## src/hw/rtl/spq_pkg.sv

```systemverilog
// Shared sizes, command codes and the per-beat operation bundle for the sorted priority queue.
package spq_pkg;

	localparam int DEPTH  = 16;
	localparam int DATA_W = 32;
	localparam int PRIO_W = 16;
	localparam int CNT_W  = $clog2(DEPTH + 1);
	localparam int OCC_W  = 5;

	typedef enum logic {
		CMD_ENQ = 1'b0,
		CMD_DEQ = 1'b1
	} cmd_t;

	// operation broadcast to every cell in the chain
	typedef struct packed {
		logic                     enq;
		logic                     deq;
		logic [DATA_W-1:0]        data;
		logic signed [PRIO_W-1:0] prio;
	} spq_op_t;

endpackage

```

## src/hw/rtl/sorted_priority_queue.sv

```systemverilog
// Sorted priority queue: a chain of slot cells, head at cell zero, with a registered result.
//
// Request channel (req_valid / req_stall): command 0 enqueues data_in at
// priority_in, command 1 dequeues the head entry. Higher priority leaves
// first; equal priorities leave in arrival order.
// Response channel (rsp_valid / rsp_stall): exactly one beat per request,
// carrying data_out / data_valid for a dequeue, empty_error for a dequeue of
// an empty queue, full_error for a dropped enqueue, and occupancy after the
// operation.
// The response appears in the cycle after its request. Every cell compares and
// shifts in the same cycle, so one request is taken per cycle unless stalled;
// the single output register sets that rate and frees up when its beat is taken.
// While rsp_stall holds a pending response, req_stall is raised and the
// queue contents do not change.
// Reset empties the queue and clears rsp_valid; slot contents and response
// fields are not cleared, and stale values in unoccupied slots never reach a response.
module sorted_priority_queue
	import spq_pkg::*;
(
	input  logic                     clk,
	input  logic                     arst_n,
	input  logic                     req_valid,
	output logic                     req_stall,
	input  logic                     command,
	input  logic [DATA_W-1:0]        data_in,
	input  logic signed [PRIO_W-1:0] priority_in,
	output logic                     rsp_valid,
	input  logic                     rsp_stall,
	output logic [DATA_W-1:0]        data_out,
	output logic                     data_valid,
	output logic                     empty_error,
	output logic                     full_error,
	output logic [OCC_W-1:0]         occupancy
);

	logic [CNT_W-1:0] count_q;
	logic [CNT_W-1:0] count_next;
	logic             rsp_valid_q;
	logic [DATA_W-1:0] data_out_q;
	logic             data_valid_q;
	logic             empty_error_q;
	logic             full_error_q;
	logic [OCC_W-1:0] occupancy_q;

	logic    accept;
	logic    is_deq;
	logic    is_full;
	logic    is_empty;
	spq_op_t op;

	logic                     cell_ge   [DEPTH];
	logic [DATA_W-1:0]        cell_data [DEPTH];
	logic signed [PRIO_W-1:0] cell_prio [DEPTH];

	assign req_stall = rsp_valid_q && rsp_stall;
	assign accept    = req_valid && !req_stall;
	assign is_deq    = (command == CMD_DEQ);
	assign is_full   = (count_q == CNT_W'(DEPTH));
	assign is_empty  = (count_q == '0);

	always_comb begin
		op.enq  = accept && !is_deq && !is_full;
		op.deq  = accept && is_deq && !is_empty;
		op.data = data_in;
		op.prio = priority_in;
		if (op.enq) begin
			count_next = count_q + CNT_W'(1);
		end else if (op.deq) begin
			count_next = count_q - CNT_W'(1);
		end else begin
			count_next = count_q;
		end
	end

	for (genvar i = 0; i < DEPTH; i++) begin : g_cell
		logic                     l_ge;
		logic [DATA_W-1:0]        l_data;
		logic signed [PRIO_W-1:0] l_prio;
		logic [DATA_W-1:0]        r_data;
		logic signed [PRIO_W-1:0] r_prio;

		if (i == 0) begin : g_head
			assign l_ge   = 1'b1;
			assign l_data = data_in;
			assign l_prio = priority_in;
		end else begin : g_body
			assign l_ge   = cell_ge[i-1];
			assign l_data = cell_data[i-1];
			assign l_prio = cell_prio[i-1];
		end

		// tail cell refills with its own value on a dequeue; it is unoccupied then
		if (i == DEPTH - 1) begin : g_tail
			assign r_data = cell_data[i];
			assign r_prio = cell_prio[i];
		end else begin : g_mid
			assign r_data = cell_data[i+1];
			assign r_prio = cell_prio[i+1];
		end

		spq_cell u_cell (
			.clk        (clk),
			.op         (op),
			.occ        (count_q > CNT_W'(i)),
			.left_ge    (l_ge),
			.left_data  (l_data),
			.left_prio  (l_prio),
			.right_data (r_data),
			.right_prio (r_prio),
			.ge         (cell_ge[i]),
			.data       (cell_data[i]),
			.prio       (cell_prio[i])
		);
	end

	always_ff @(posedge clk or negedge arst_n) begin
		if (!arst_n) begin
			count_q     <= '0;
			rsp_valid_q <= 1'b0;
		end else begin
			count_q <= count_next;
			if (accept) begin
				rsp_valid_q <= 1'b1;
			end else if (!rsp_stall) begin
				rsp_valid_q <= 1'b0;
			end
		end
	end

	always_ff @(posedge clk) begin
		if (accept) begin
			data_out_q    <= op.deq ? cell_data[0] : '0;
			data_valid_q  <= op.deq;
			empty_error_q <= is_deq && is_empty;
			full_error_q  <= !is_deq && is_full;
			occupancy_q   <= OCC_W'(count_next);
		end
	end

	assign rsp_valid   = rsp_valid_q;
	assign data_out    = data_out_q;
	assign data_valid  = data_valid_q;
	assign empty_error = empty_error_q;
	assign full_error  = full_error_q;
	assign occupancy   = occupancy_q;

`ifndef SYNTHESIS
	a_count_bound: assert property (@(posedge clk) disable iff (!arst_n)
		count_q <= CNT_W'(DEPTH))
		else $error("entry count above depth");

	a_deq_hit: assert property (@(posedge clk) disable iff (!arst_n)
		accept && is_deq && !is_empty |=> rsp_valid && data_valid
		&& occupancy == OCC_W'($past(count_q) - CNT_W'(1)))
		else $error("dequeue of occupied queue lost its entry");

	a_full_flag: assert property (@(posedge clk) disable iff (!arst_n)
		rsp_valid && full_error |-> occupancy == OCC_W'(DEPTH) && !data_valid)
		else $error("full error with free slots");

	a_empty_flag: assert property (@(posedge clk) disable iff (!arst_n)
		rsp_valid && empty_error |-> occupancy == '0 && !data_valid && !full_error)
		else $error("empty error with stored entries");
`endif

endmodule

```

## src/hw/rtl/spq_cell.sv

```systemverilog
// One slot of the sorted chain: holds an entry, compares and shifts with its neighbors.
module spq_cell
	import spq_pkg::*;
(
	input  logic                     clk,
	input  spq_op_t                  op,
	input  logic                     occ,
	input  logic                     left_ge,
	input  logic [DATA_W-1:0]        left_data,
	input  logic signed [PRIO_W-1:0] left_prio,
	input  logic [DATA_W-1:0]        right_data,
	input  logic signed [PRIO_W-1:0] right_prio,
	output logic                     ge,
	output logic [DATA_W-1:0]        data,
	output logic signed [PRIO_W-1:0] prio
);

	logic [DATA_W-1:0]        data_q;
	logic signed [PRIO_W-1:0] prio_q;

	// entry stays ahead of the new item when its priority is >= the new one
	assign ge   = occ && (prio_q >= op.prio);
	assign data = data_q;
	assign prio = prio_q;

	always_ff @(posedge clk) begin
		if (op.enq && !ge) begin
			if (left_ge) begin
				data_q <= op.data;
				prio_q <= op.prio;
			end else begin
				data_q <= left_data;
				prio_q <= left_prio;
			end
		end else if (op.deq) begin
			data_q <= right_data;
			prio_q <= right_prio;
		end
	end

endmodule

```

## config.mk

```make
export PLATFORM = sky130hd
export DESIGN_NAME = sorted_priority_queue
export DESIGN_NICKNAME = d
export VERILOG_FILES = /design/src/hw/rtl/spq_pkg.sv /design/src/hw/rtl/sorted_priority_queue.sv /design/src/hw/rtl/spq_cell.sv
export SDC_FILE = /design/constraint.sdc
export NUM_CORES = 2
export LEC_CHECK = 0
export BUFFER_PORTS_ARGS = -buffer_cell sky130_fd_sc_hd__clkbuf_2
export CAP_MARGIN = 0
export CORE_UTILIZATION = 48
export DETAILED_ROUTE_END_ITERATION = 8
export PLACE_DENSITY = 0.63
export SLEW_MARGIN = 15
export SYNTH_ARGS = -nofsm -noshare
export SYNTH_HDL_FRONTEND = slang
export SYNTH_SLANG_ARGS = --single-unit
```

## constraint.sdc

```tcl
create_clock -name clk -period 12.1 [get_ports clk]
set_input_delay 1.815 -clock clk [delete_from_list [all_inputs] [get_ports clk]]
set_output_delay 1.815 -clock clk [all_outputs]
set_load 0.05 [all_outputs]
```

==> results.json <==
{
  "crit_chain": "clkbuf_2 -> inv_1 -> ha_1 -> nand4_1 -> nor4_1 -> a21boi_0 -> nor4_1 -> o21ai_4 -> nand2_1 -> nand2_2 -> buf_4",
  "dp_hpwl_um": 85230,
  "detailroute.via_count": 33015,
  "post_route_cells_drive_above_1_share": 0.1203,
  "yosysUniqueCellTypes": 72,
  "worst_clock_skew_ns": 0.05338,
  "timing_max_transition_violations_final": 0,
  "ios": 95,
  "grt_pass1_vias": 31932,
  "core_area_mm2": 0.09657,
  "synth_flop_cell": "edfxtp_1",
  "initial_core_util": 0.4843,
  "cts.clk_slew.worst_paths_ns": 0.06,
  "finalSetupViolCount": 0,
  "place.port_buffers": 94,
  "flow.area_growth_from_synthesis_pct": 9.976,
  "cells_after_synth": 4040,
  "finalWorstPathRequiredPeriod_ns": 6.249,
  "run_status": "finished with violations",
  "min_period_over_period": 0.5165,
  "finalNetCount": 4303,
  "ys_async_sr_fraction": 0.007371,
  "max-slew-margin-rel": 0.2288,
  "globalRoute.totalOverflow": 0,
  "synth.cell_area_mm2": 0.04677,
  "finalHoldViolCount": 0,
  "failing_checks": "DRC",
  "timing.critical_path.required_ns": 12.40,
  "grt_util_all_layers": 0.2708,
  "tritoncts": "built",
  "critical_path.endpoint_type": "register",
  "grt.met2_usage": 0.3990,
  "remaining_drc_errors": 1,
  "p_per_area_mw_per_mm2": 215.2,
  "worst-path-buf-inv": 3,
  "post_cts_buffers": 0,
  "critical_path.max_stage_delay_ns": 0.84,
  "routed_wire_length_per_instance_um": 25.26,
  "worst_hold_path_type": "reg -> reg",
  "via_per_inst": 6.180,
  "post_cts_resized": 0,
  "worstPathArrival_ns": 6.55,
  "global_route.usage.met1": 0.4093,
  "grt_start_max_net_pins": 146,
  "rsz0062_at_grt": "no",
  "preCtsSetupSlack_ns": 5.383,
  "critPathMaxFanout": 48,
  "grt_first_pass_wirelength_um": 203500,
  "design.die.area_mm2": 0.09869,
  "register_bit_total_from_synthesis": 814,
  "die_x_um": 314.1,
  "crit_family": "buffers and inverters",
  "fin_area_mm2": 0.05143,
  "layer_with_the_highest_usage_after_global_routing": "met1",
  "htree_depth": 3,
  "cp_max_delay_cell": "o21ai_4",
  "cts.path.max_buffers": 3,
  "holdBufCountCts": 0,
  "root_buffer_master": "clkbuf_16",
  "worst_case_vdd_ir_drop_uv": 133.4,
  "fmaxAchievable_mhz": 160.0,
  "synth.yosys.warnings": 0,
  "static-leakage-power_nw": 20.48,
  "clock_insertion_delay_worst_skew_ns": 0.70,
  "final.setup.worst_slack_ns": 5.851,
  "critical_path.most_common_cell": "nor4_1",
  "synth-seq-area-share": 0.5220,
  "first_pass_iters": 8,
  "syn_area_per_cell_um2": 11.58,
  "postRouteAntennaNets": 0,
  "route.final.wire_length_um": 135000,
  "setup_tns_ns": 0,
  "max-cap-violations": 0,
  "synth-edff-count": 808,
  "cts_num_sinks": 814,
  "die-height_um": 314.1,
  "timing_worst_setup_path_type": "in -> reg",
  "setup.worst_path.start_class": "input pin",
  "grt_antenna_before_repair": 1,
  "cts_made_buffers": 93,
  "num_rows": 114,
  "max_slew.worst_pin.slew_ns": 1.145,
  "detailed_place.area_mm2": 0.04822,
  "drtIter0Drc": 3299,
  "gp_congestion": 0.9345,
  "synth.net_count": 4354,
  "groute.layer.met3.usage": 0.04704
}
==> layer usage <==
metal | up-vias | share of wire
met3 | 170 | 0.080
met4 | 0 | 0.022
met5 | - | 0
met2 | 1285 | 0.43
met1 | 16446 | 0.47
li1 | 15114 | -
==> sequential cells by signal, summed over array words and instances, names as in the netlist <==
name / cells
full_error: 1
empty_error: 1
count_q: 5
data_valid: 1
g_cell.u_cell.prio: 256
data_out: 32
occupancy: 5
rsp_valid: 1
g_cell.u_cell.data: 512
==> metrics by stage <==
step	utilization	hold WS (ns)	power, mW	std cells
floorplan	-	0.5174	6.961	4040
global placement	0.4993	0.5162	8.025	5169
detailed placement	0.4993	0.5227	8.083	5169
CTS	0.5323	0.5395	11.06	5340
global route	0.5326	0.5538	11.54	5342
finish	0.5326	0.5318	11.07	5342
==> worst paths after layout <==
kind / from / endpoint / slack (ns) / depth (start not counted)
max in group asynchronous: arst_n / count_q[4]$_DFF_PN0_ / 10.98 / 1
min reg2reg: rsp_valid$_DFFE_PN0P_ / rsp_valid$_DFFE_PN0P_ / 0.53 / 2
max reg2reg: g_cell[6].u_cell.prio[15]$_DFFE_PP_ / g_cell[6].u_cell.prio[15]$_DFFE_PP_ / 7.37 / 9
max: priority_in[15] / g_cell[6].u_cell.prio[15]$_DFFE_PP_ / 5.85 / 11
min: rsp_valid$_DFFE_PN0P_ / rsp_valid$_DFFE_PN0P_ / 0.53 / 2
min in group asynchronous: arst_n / rsp_valid$_DFFE_PN0P_ / 0.94 / 1
==> placed cells by master (no fill, tap or decap), types with 7 or more instances in the layout <==
master,count
inv_1,42
clkbuf_16,93
ha_1,261
nand2b_2,8
nor3_1,9
buf_4,75
a21oi_1,605
nand3_1,18
nor2_1,316
edfxtp_1,808
o211ai_1,14
nand2_1,251
clkbuf_1,19
o21a_1,7
o21ai_1,33
clkinv_2,21
clkinv_1,10
and2_1,35
a21o_1,35
nor2b_1,16
a31oi_1,54
nand4_1,41
a211oi_1,15
bufinv_16,12
mux2i_1,627
or3_1,8
mux2_1,64
clkbuf_2,94
mux2_2,125
o21ai_0,198
nand2b_1,7
and3_1,12
==> Yosys cell counts (4+ instances only) <==
cell type	instances	area [um^2]
and2_1	37	231.5
edfxtp_1	808	24260
dfrtp_1	6	150.1
mux2i_1	627	6276
nand2b_1	16	100.1
o21a_1	7	52.55
clkbuf_1	143	536.8
o21ai_1	35	175.2
or3_1	8	50.05
o211ai_1	14	105.1
nor4_1	6	37.54
nor2_1	317	1190
nor2b_1	16	100.1
mux2_1	64	720.7
o21bai_1	4	30.03
a21oi_1	607	3038
o21ai_0	201	1006
buf_1	6	22.52
or4_1	4	30.03
and4_1	5	43.79
buf_2	129	645.6
ha_1	261	3266
a31oi_1	56	350.3
inv_1	43	161.4
a21o_1	35	262.8
a221oi_1	4	35.03
mux2_2	125	1408
nor3_1	9	45.04
nand4_1	41	256.5
a21boi_0	4	30.03
a211oi_1	15	112.6
nand2_1	256	960.9
nand3_1	20	100.1
and3_1	12	75.07
buf_4	35	262.8
==> report_power, final <==
group / internal (mW) / switching, mW
logic: 1.47 / 2.47
registers: 3.83 / 0.315
clock network: 1.72 / 1.25
==> worst reg2reg max path, stage by stage (launching register included) <==
cell,delay [ns]
edfxtp_1,0.49
ha_1,0.45
nand4_1,0.29
nor4_1,0.54
a21boi_0,0.42
nor4_1,0.15
o21ai_4,0.84
nand2_1,0.33
nand2_2,0.12
buf_4,0.70
==> cell families after synthesis <==
| logic type | synth area share |
|---|---|
| compound gates | 0.1204 |
| buf+inv | 0.03580 |
| simple gates | 0.07173 |
| xor+xnor | 0.0005619 |
| mux | 0.1797 |
| fa+ha+maj | 0.06983 |
| flops | 0.5220 |
==> layout make-up <==
cell class | instances | area [um^2]
Timing Repair Buffer | 171 | 1081
Clock inverter | 53 | 706.9
Tap cell | 1276 | 1597
Clock buffer | 118 | 2481
Sequential cell | 814 | 24410
Fill cell | 8399 | 45130
Multi-Input combinational cell | 2865 | 20990
Antenna cell | 1 | 2.502
Inverter | 44 | 165.2
(Power assumes the default switching activity.)
